File: src/hw/rtl/nns_pkg.sv
// Shared types and constants for the nearest-neighbour RGB565 scaler.
// No dependencies; every other file of the block imports this package.
package nns_pkg;

  localparam int COLOR_W    = 8;
  localparam int PIXEL_W    = 16;
  localparam int SRC_SIZE_W = 9;
  localparam int DST_SIZE_W = 11;
  localparam int CFG_INDEX_W = 3;
  localparam int CFG_DATA_W  = 11;

  // Configuration register indexes
  localparam logic [CFG_INDEX_W-1:0] CFG_SRC_WIDTH  = 3'd0;
  localparam logic [CFG_INDEX_W-1:0] CFG_SRC_HEIGHT = 3'd1;
  localparam logic [CFG_INDEX_W-1:0] CFG_FLIP_ROWS  = 3'd2;
  localparam logic [CFG_INDEX_W-1:0] CFG_DST_WIDTH  = 3'd3;
  localparam logic [CFG_INDEX_W-1:0] CFG_DST_HEIGHT = 3'd4;

  // Operation codes of an input word
  localparam logic OP_LOAD  = 1'b0;
  localparam logic OP_FETCH = 1'b1;

  // Colour truncation masks
  localparam logic [COLOR_W-1:0] RED_MASK   = 8'hF8;
  localparam logic [COLOR_W-1:0] GREEN_MASK = 8'hFC;

  typedef enum logic [1:0] {
    F_IDLE,
    F_DIV,
    F_PUSH
  } front_state_t;

  // Command passed from the front end to the store
  typedef struct packed {
    logic               fetch;
    logic               last;
    logic [PIXEL_W-1:0] pixel;
  } cmd_t;

  function automatic logic [PIXEL_W-1:0] pack_rgb565(input logic [COLOR_W-1:0] r,
                                                      input logic [COLOR_W-1:0] g,
                                                      input logic [COLOR_W-1:0] b);
    logic [PIXEL_W-1:0] rr;
    logic [PIXEL_W-1:0] gg;
    logic [PIXEL_W-1:0] bb;
    rr = PIXEL_W'(r & RED_MASK) << 8;
    gg = PIXEL_W'(g & GREEN_MASK) << 3;
    bb = PIXEL_W'(b >> 3);
    return rr | gg | bb;
  endfunction

endpackage

File: src/hw/rtl/nns_fifo.sv
// Small command queue between the scaler front end and the store.
// Depends on nns_pkg.
module nns_fifo import nns_pkg::*; #(
  parameter int WIDTH = 32,
  parameter int DEPTH = 4
) (
  input  logic             clk,
  input  logic             rst,
  input  logic             push,
  input  logic [WIDTH-1:0] push_data,
  output logic             full,
  input  logic             pop,
  output logic [WIDTH-1:0] pop_data,
  output logic             valid
);

  localparam int PW = (DEPTH > 1) ? $clog2(DEPTH) : 1;
  localparam int CNW = $clog2(DEPTH + 1);

  logic [WIDTH-1:0] slots [DEPTH];
  logic [PW-1:0]    wr_ptr;
  logic [PW-1:0]    rd_ptr;
  logic [CNW-1:0]   count;

  assign full     = (count == CNW'(DEPTH));
  assign valid    = (count != '0);
  assign pop_data = slots[rd_ptr];

  always_ff @(posedge clk) begin
    if (push) begin
      slots[wr_ptr] <= push_data;
    end
  end

  always_ff @(posedge clk) begin
    if (rst) begin
      wr_ptr <= '0;
      rd_ptr <= '0;
      count  <= '0;
    end else begin
      if (push) begin
        wr_ptr <= (wr_ptr == PW'(DEPTH - 1)) ? '0 : wr_ptr + 1'b1;
      end
      if (pop) begin
        rd_ptr <= (rd_ptr == PW'(DEPTH - 1)) ? '0 : rd_ptr + 1'b1;
      end
      if (push && !pop) begin
        count <= count + 1'b1;
      end else if (pop && !push) begin
        count <= count - 1'b1;
      end
    end
  end

  a_no_push_when_full: assert property (@(posedge clk) disable iff (rst)
    full && !pop |-> !push)
    else $error("queue written while full");

endmodule

File: config.mk
export PLATFORM = sky130hd
export DESIGN_NAME = nns_fifo
export DESIGN_NICKNAME = d
export VERILOG_FILES = /design/src/hw/rtl/nns_pkg.sv /design/src/hw/rtl/nns_fifo.sv
export SDC_FILE = /design/constraint.sdc
export NUM_CORES = 1
export LEC_CHECK = 0
export BUFFER_PORTS_ARGS = -buffer_cell sky130_fd_sc_hd__buf_2
export CORE_ASPECT_RATIO = 0.5
export CORE_MARGIN = 1
export CORE_UTILIZATION = 64
export CTS_BUF_LIST = sky130_fd_sc_hd__clkbuf_8
export CTS_CLUSTER_SIZE = 20
export DETAILED_ROUTE_END_ITERATION = 6
export PLACE_DENSITY_LB_ADDON = 0.3
export SLEW_MARGIN = 20
export SYNTH_ARGS = -nofsm -noshare
export SYNTH_HDL_FRONTEND = slang
export SYNTH_SLANG_ARGS = --single-unit
File: constraint.sdc
create_clock -name clk -period 3.65 [get_ports clk]
set_input_delay 0.5475 -clock clk [delete_from_list [all_inputs] [get_ports clk]]
set_output_delay 0.5475 -clock clk [all_outputs]
set_load 0.02 [all_outputs]
==> impl_metrics.prom <==
# TYPE chip_impl_metric gauge
chip_impl_metric{name="power.net_switching",unit="uW"} 764.4
chip_impl_metric{name="timing.clock.skew",unit="ns"} 0.008015
chip_impl_info{name="cp_top_family",value="flip-flops"} 1
chip_impl_metric{name="post_layout_nonfiller_instances",unit=""} 415
chip_impl_metric{name="worstPathBufferInverterCount",unit=""} 2
chip_impl_metric{name="power.sequential.fraction",unit="%"} 54.8
chip_impl_metric{name="diodes",unit=""} 0
chip_impl_metric{name="timing.critical_path.fanout_max",unit=""} 17
chip_impl_metric{name="port-buffer-count",unit=""} 69
chip_impl_metric{name="dpl_cell_area",unit="mm2"} 0.005517
chip_impl_metric{name="synthDistinctLibCells",unit=""} 18
chip_impl_metric{name="final.setup.worst_slack",unit="ns"} 0.8861
chip_impl_metric{name="worstPathArrival",unit="ns"} 2.22
chip_impl_metric{name="timing_worst_slew_pin_value",unit="ns"} 0.8889
chip_impl_metric{name="die_height",unit="um"} 65.12
chip_impl_metric{name="fin_total_pwr",unit="mW"} 3.351
chip_impl_info{name="end_kind",value="output pin"} 1
chip_impl_metric{name="final_max_slew_viol_count",unit=""} 0
chip_impl_metric{name="clk_latency",unit="ns"} 0.44
chip_impl_metric{name="top_ports",unit=""} 70
chip_impl_metric{name="first_global_vias",unit=""} 2456
chip_impl_info{name="slowest_stage",value="dfxtp_2"} 1
chip_impl_metric{name="coreArea",unit="mm2"} 0.007515
chip_impl_metric{name="synth-seq-area-share",unit="%"} 78.90
chip_impl_metric{name="gp_congestion",unit=""} 0.6905
chip_impl_metric{name="grt_use_total",unit="%"} 22.74
chip_impl_metric{name="layout.cell_area.non_filler",unit="mm2"} 0.005893
chip_impl_metric{name="finalWorstPathRequiredPeriod",unit="ns"} 2.764
chip_impl_metric{name="wl",unit="um"} 8248
chip_impl_metric{name="max-slew-margin-rel",unit="%"} 40.74
chip_impl_metric{name="max_cap_viol_count",unit=""} 0
chip_impl_info{name="outcome",value="completed"} 1
chip_impl_metric{name="die_width",unit="um"} 128.2
chip_impl_metric{name="detailed_placer_s_ending_hpwl",unit="um"} 4885
chip_impl_metric{name="final.period_utilization",unit="%"} 75.72
chip_impl_metric{name="cts.repair_timing.setup_buffer_count",unit=""} 0
chip_impl_metric{name="numPlacedInstances",unit=""} 383
chip_impl_metric{name="postCtsResizedCells",unit=""} 0
chip_impl_metric{name="fmaxAchievable",unit="MHz"} 361.8
chip_impl_metric{name="ys_ff_latch",unit=""} 137
chip_impl_metric{name="finalSetupTns",unit="ns"} 0
chip_impl_metric{name="clk_path_buf_depth",unit=""} 2
chip_impl_metric{name="cts_inserted_buffers",unit=""} 17
chip_impl_info{name="rsz0062_at_grt",value="no"} 1
chip_impl_metric{name="clock_sink_count",unit=""} 137
chip_impl_metric{name="antenna_violating_nets_post_route",unit=""} 0
chip_impl_metric{name="vdd_drop_max",unit="uV"} 472.1
chip_impl_metric{name="syn-num-nets",unit=""} 254
chip_impl_info{name="crit_path_cell_trace",value="buf_4, mux4_2, buf_2"} 1
chip_impl_metric{name="switching_portion_of_total_power",unit="%"} 22.81
chip_impl_info{name="clock_tree.root_cell",value="clkbuf_8"} 1
chip_impl_metric{name="dr_total_vias",unit=""} 2344
chip_impl_metric{name="count_of_hold_fix_buffers_inserted_at_cts",unit=""} 0
chip_impl_metric{name="area_delta_synth_final",unit="%"} 15.55
chip_impl_metric{name="wire_per_inst",unit="um"} 19.87
chip_impl_metric{name="avgViaCountPerCell",unit=""} 5.648
chip_impl_metric{name="detail_route.first_pass.iterations",unit=""} 4
chip_impl_metric{name="cell_internal_pwr",unit="mW"} 2.587
chip_impl_info{name="startpoint_type_of_the_worst_setup_path",value="flop"} 1
chip_impl_metric{name="maximum_number_of_pins_on_one_net_before_global_route_repair",unit=""} 33
chip_impl_metric{name="setup_viol",unit=""} 0
chip_impl_metric{name="postSynthAreaPerCell",unit="um2"} 24.17
chip_impl_metric{name="critPathMaxStageDelay",unit="ns"} 0.68
chip_impl_metric{name="static-leakage-power",unit="nW"} 2.066
chip_impl_metric{name="synth-warning-count",unit=""} 0
chip_impl_metric{name="drive_gt1_share",unit="%"} 43.32
chip_impl_info{name="cts_tree",value="done"} 1
chip_impl_metric{name="finalHoldViolations",unit=""} 0
chip_impl_metric{name="cp.required",unit="ns"} 3.10
chip_impl_metric{name="nets",unit=""} 337
chip_impl_metric{name="synth.cell_area",unit="mm2"} 0.005100
chip_impl_metric{name="clkSlewWorstSetupHoldPaths",unit="ns"} 0.07
chip_impl_info{name="min-delay-path-class",value="in2reg"} 1
chip_impl_metric{name="initial_antenna_violation_count",unit=""} 0
chip_impl_metric{name="start_util",unit="%"} 67.87
chip_impl_metric{name="power.combinational.fraction",unit="%"} 9.6
chip_impl_metric{name="fp.dieArea",unit="mm2"} 0.008351
chip_impl_metric{name="drtIter0Drc",unit=""} 225
chip_impl_metric{name="htree_levels",unit=""} 4
chip_impl_metric{name="hold_slack",unit="ns"} 0.3222
chip_impl_info{name="critical_path_class",value="reg2out"} 1
chip_impl_metric{name="synthCells",unit=""} 211
chip_impl_metric{name="post-route-util",unit="%"} 78.42
chip_impl_metric{name="p_per_area",unit="mW/mm2"} 568.7
chip_impl_metric{name="remaining_drc_errors",unit=""} 0
chip_impl_metric{name="grt_overflow_total",unit=""} 0
chip_impl_metric{name="grt_pass1_wl",unit="um"} 12780
chip_impl_metric{name="pre_cts_slack",unit="ns"} 1.283
chip_impl_metric{name="floorplan.rows",unit=""} 22
chip_impl_metric{name="pwr-share-clk",unit="%"} 35.6
==> cell usage after synthesis (all sizes together) <==
cell type | n | area share, %
mux4 | 32 | 14
ha | 6 | 1.5
dfxtp | 9 | 3.5
xor2 | 2 | 0.34
fa | 1 | 0.39
and2 | 4 | 0.49
a21oi | 2 | 0.20
or3 | 2 | 0.25
buf | 7 | 1.7
o21ai | 1 | 0.098
nor3b | 2 | 0.29
mux2i | 4 | 0.79
nor2 | 7 | 0.52
edfxtp | 128 | 75
inv | 4 | 0.29
==> worst reg2reg max path, stage by stage (launching register included) <==
cell and delay, ns:
dfxtp_1 0.36, inv_1 0.11, ha_1 0.15, and2_2 0.73
==> metal layers <==
| metal | up-vias | part of all wire (%) | global-route usage, % |
|---|---|---|---|
| met1 | 1203 | 42 | 29.74 |
| met4 | 0 | 0.80 | 9.265 |
| met2 | 88 | 50 | 34.73 |
| met3 | 8 | 6.9 | 9.283 |
| li1 | 1045 | - | - |
| met5 | - | 0 | 0 |
==> cell usage in the layout (no fill, tap or decap) <==
| cell type | Yosys | routed |
|---|---|---|
| nor2_1 | 7 | 7 |
| inv_1 | 4 | 7 |
| bufinv_16 | 0 | 3 |
| mux4_1 | 2 | 2 |
| a21oi_1 | 2 | 2 |
| dfxtp_1 | 9 | 7 |
| mux4_2 | 30 | 30 |
| mux2i_1 | 4 | 4 |
| ha_1 | 6 | 6 |
| edfxtp_1 | 128 | 128 |
| buf_4 | 0 | 2 |
| fa_1 | 1 | 1 |
| buf_2 | 3 | 69 |
| clkbuf_8 | 0 | 17 |
| clkinv_1 | 0 | 3 |
| or3_1 | 2 | 2 |
| nor3b_1 | 2 | 2 |
| xor2_1 | 2 | 2 |
| o21ai_0 | 1 | 1 |
| dfxtp_2 | 0 | 2 |
| clkinv_2 | 0 | 6 |
| and2_2 | 0 | 4 |
==> power groups by stage <==
stage | sequential, mW | combinational [mW] | clock, mW
final | 1.84 | 0.321 | 1.19
after detailed placement | 1.87 | 0.325 | 0
after global routing | 1.85 | 0.346 | 1.28
after floorplan | 1.85 | 0.235 | 0
after CTS | 1.84 | 0.326 | 1.20
after global placement | 1.87 | 0.311 | 0
==> sequential cells by signal (all words and copies together) (netlist names), named ones only <==
signal  count
slots     128
count       3
rd_ptr      2
wr_ptr      2
==> worst paths after layout <==
check | from | end | slack [ns] | cells past startpoint
max | flop | pop_data[25] | 0.89 | 3
min | push_data[10] | slots[3][10] | 0.32 | 1
max reg2reg | wr_ptr[0] | slots[2][19] | 1.91 | 3
min reg2reg | count[2] | count[2] | 0.53 | 2
==> final cells by class <==
type	count	area, um2
multi-input cells	63	979.7
well taps	108	135.1
repair buffers	71	360.3
clock inverters	15	142.6
fillers	390	1622
flip-flops and latches	137	4026
inverters	4	15.01
clock buffers	17	234.0
==> cell families (layout without fill, tap and decap cells) <==
logic type | Yosys count | in the layout | share of synthesized area (%)
DFF | 137 | 137 | 78.90
muxes | 36 | 36 | 15.06
and+or+nand+nor | 15 | 15 | 1.546
buffers and inverters | 11 | 107 | 1.987
adders and majority gates | 7 | 7 | 1.865
AOI/OAI and AO/OA | 3 | 3 | 0.2943
xor gates and xnor gates | 2 | 2 | 0.3435
No activity file was read; power rests on OpenSTA's default activity.
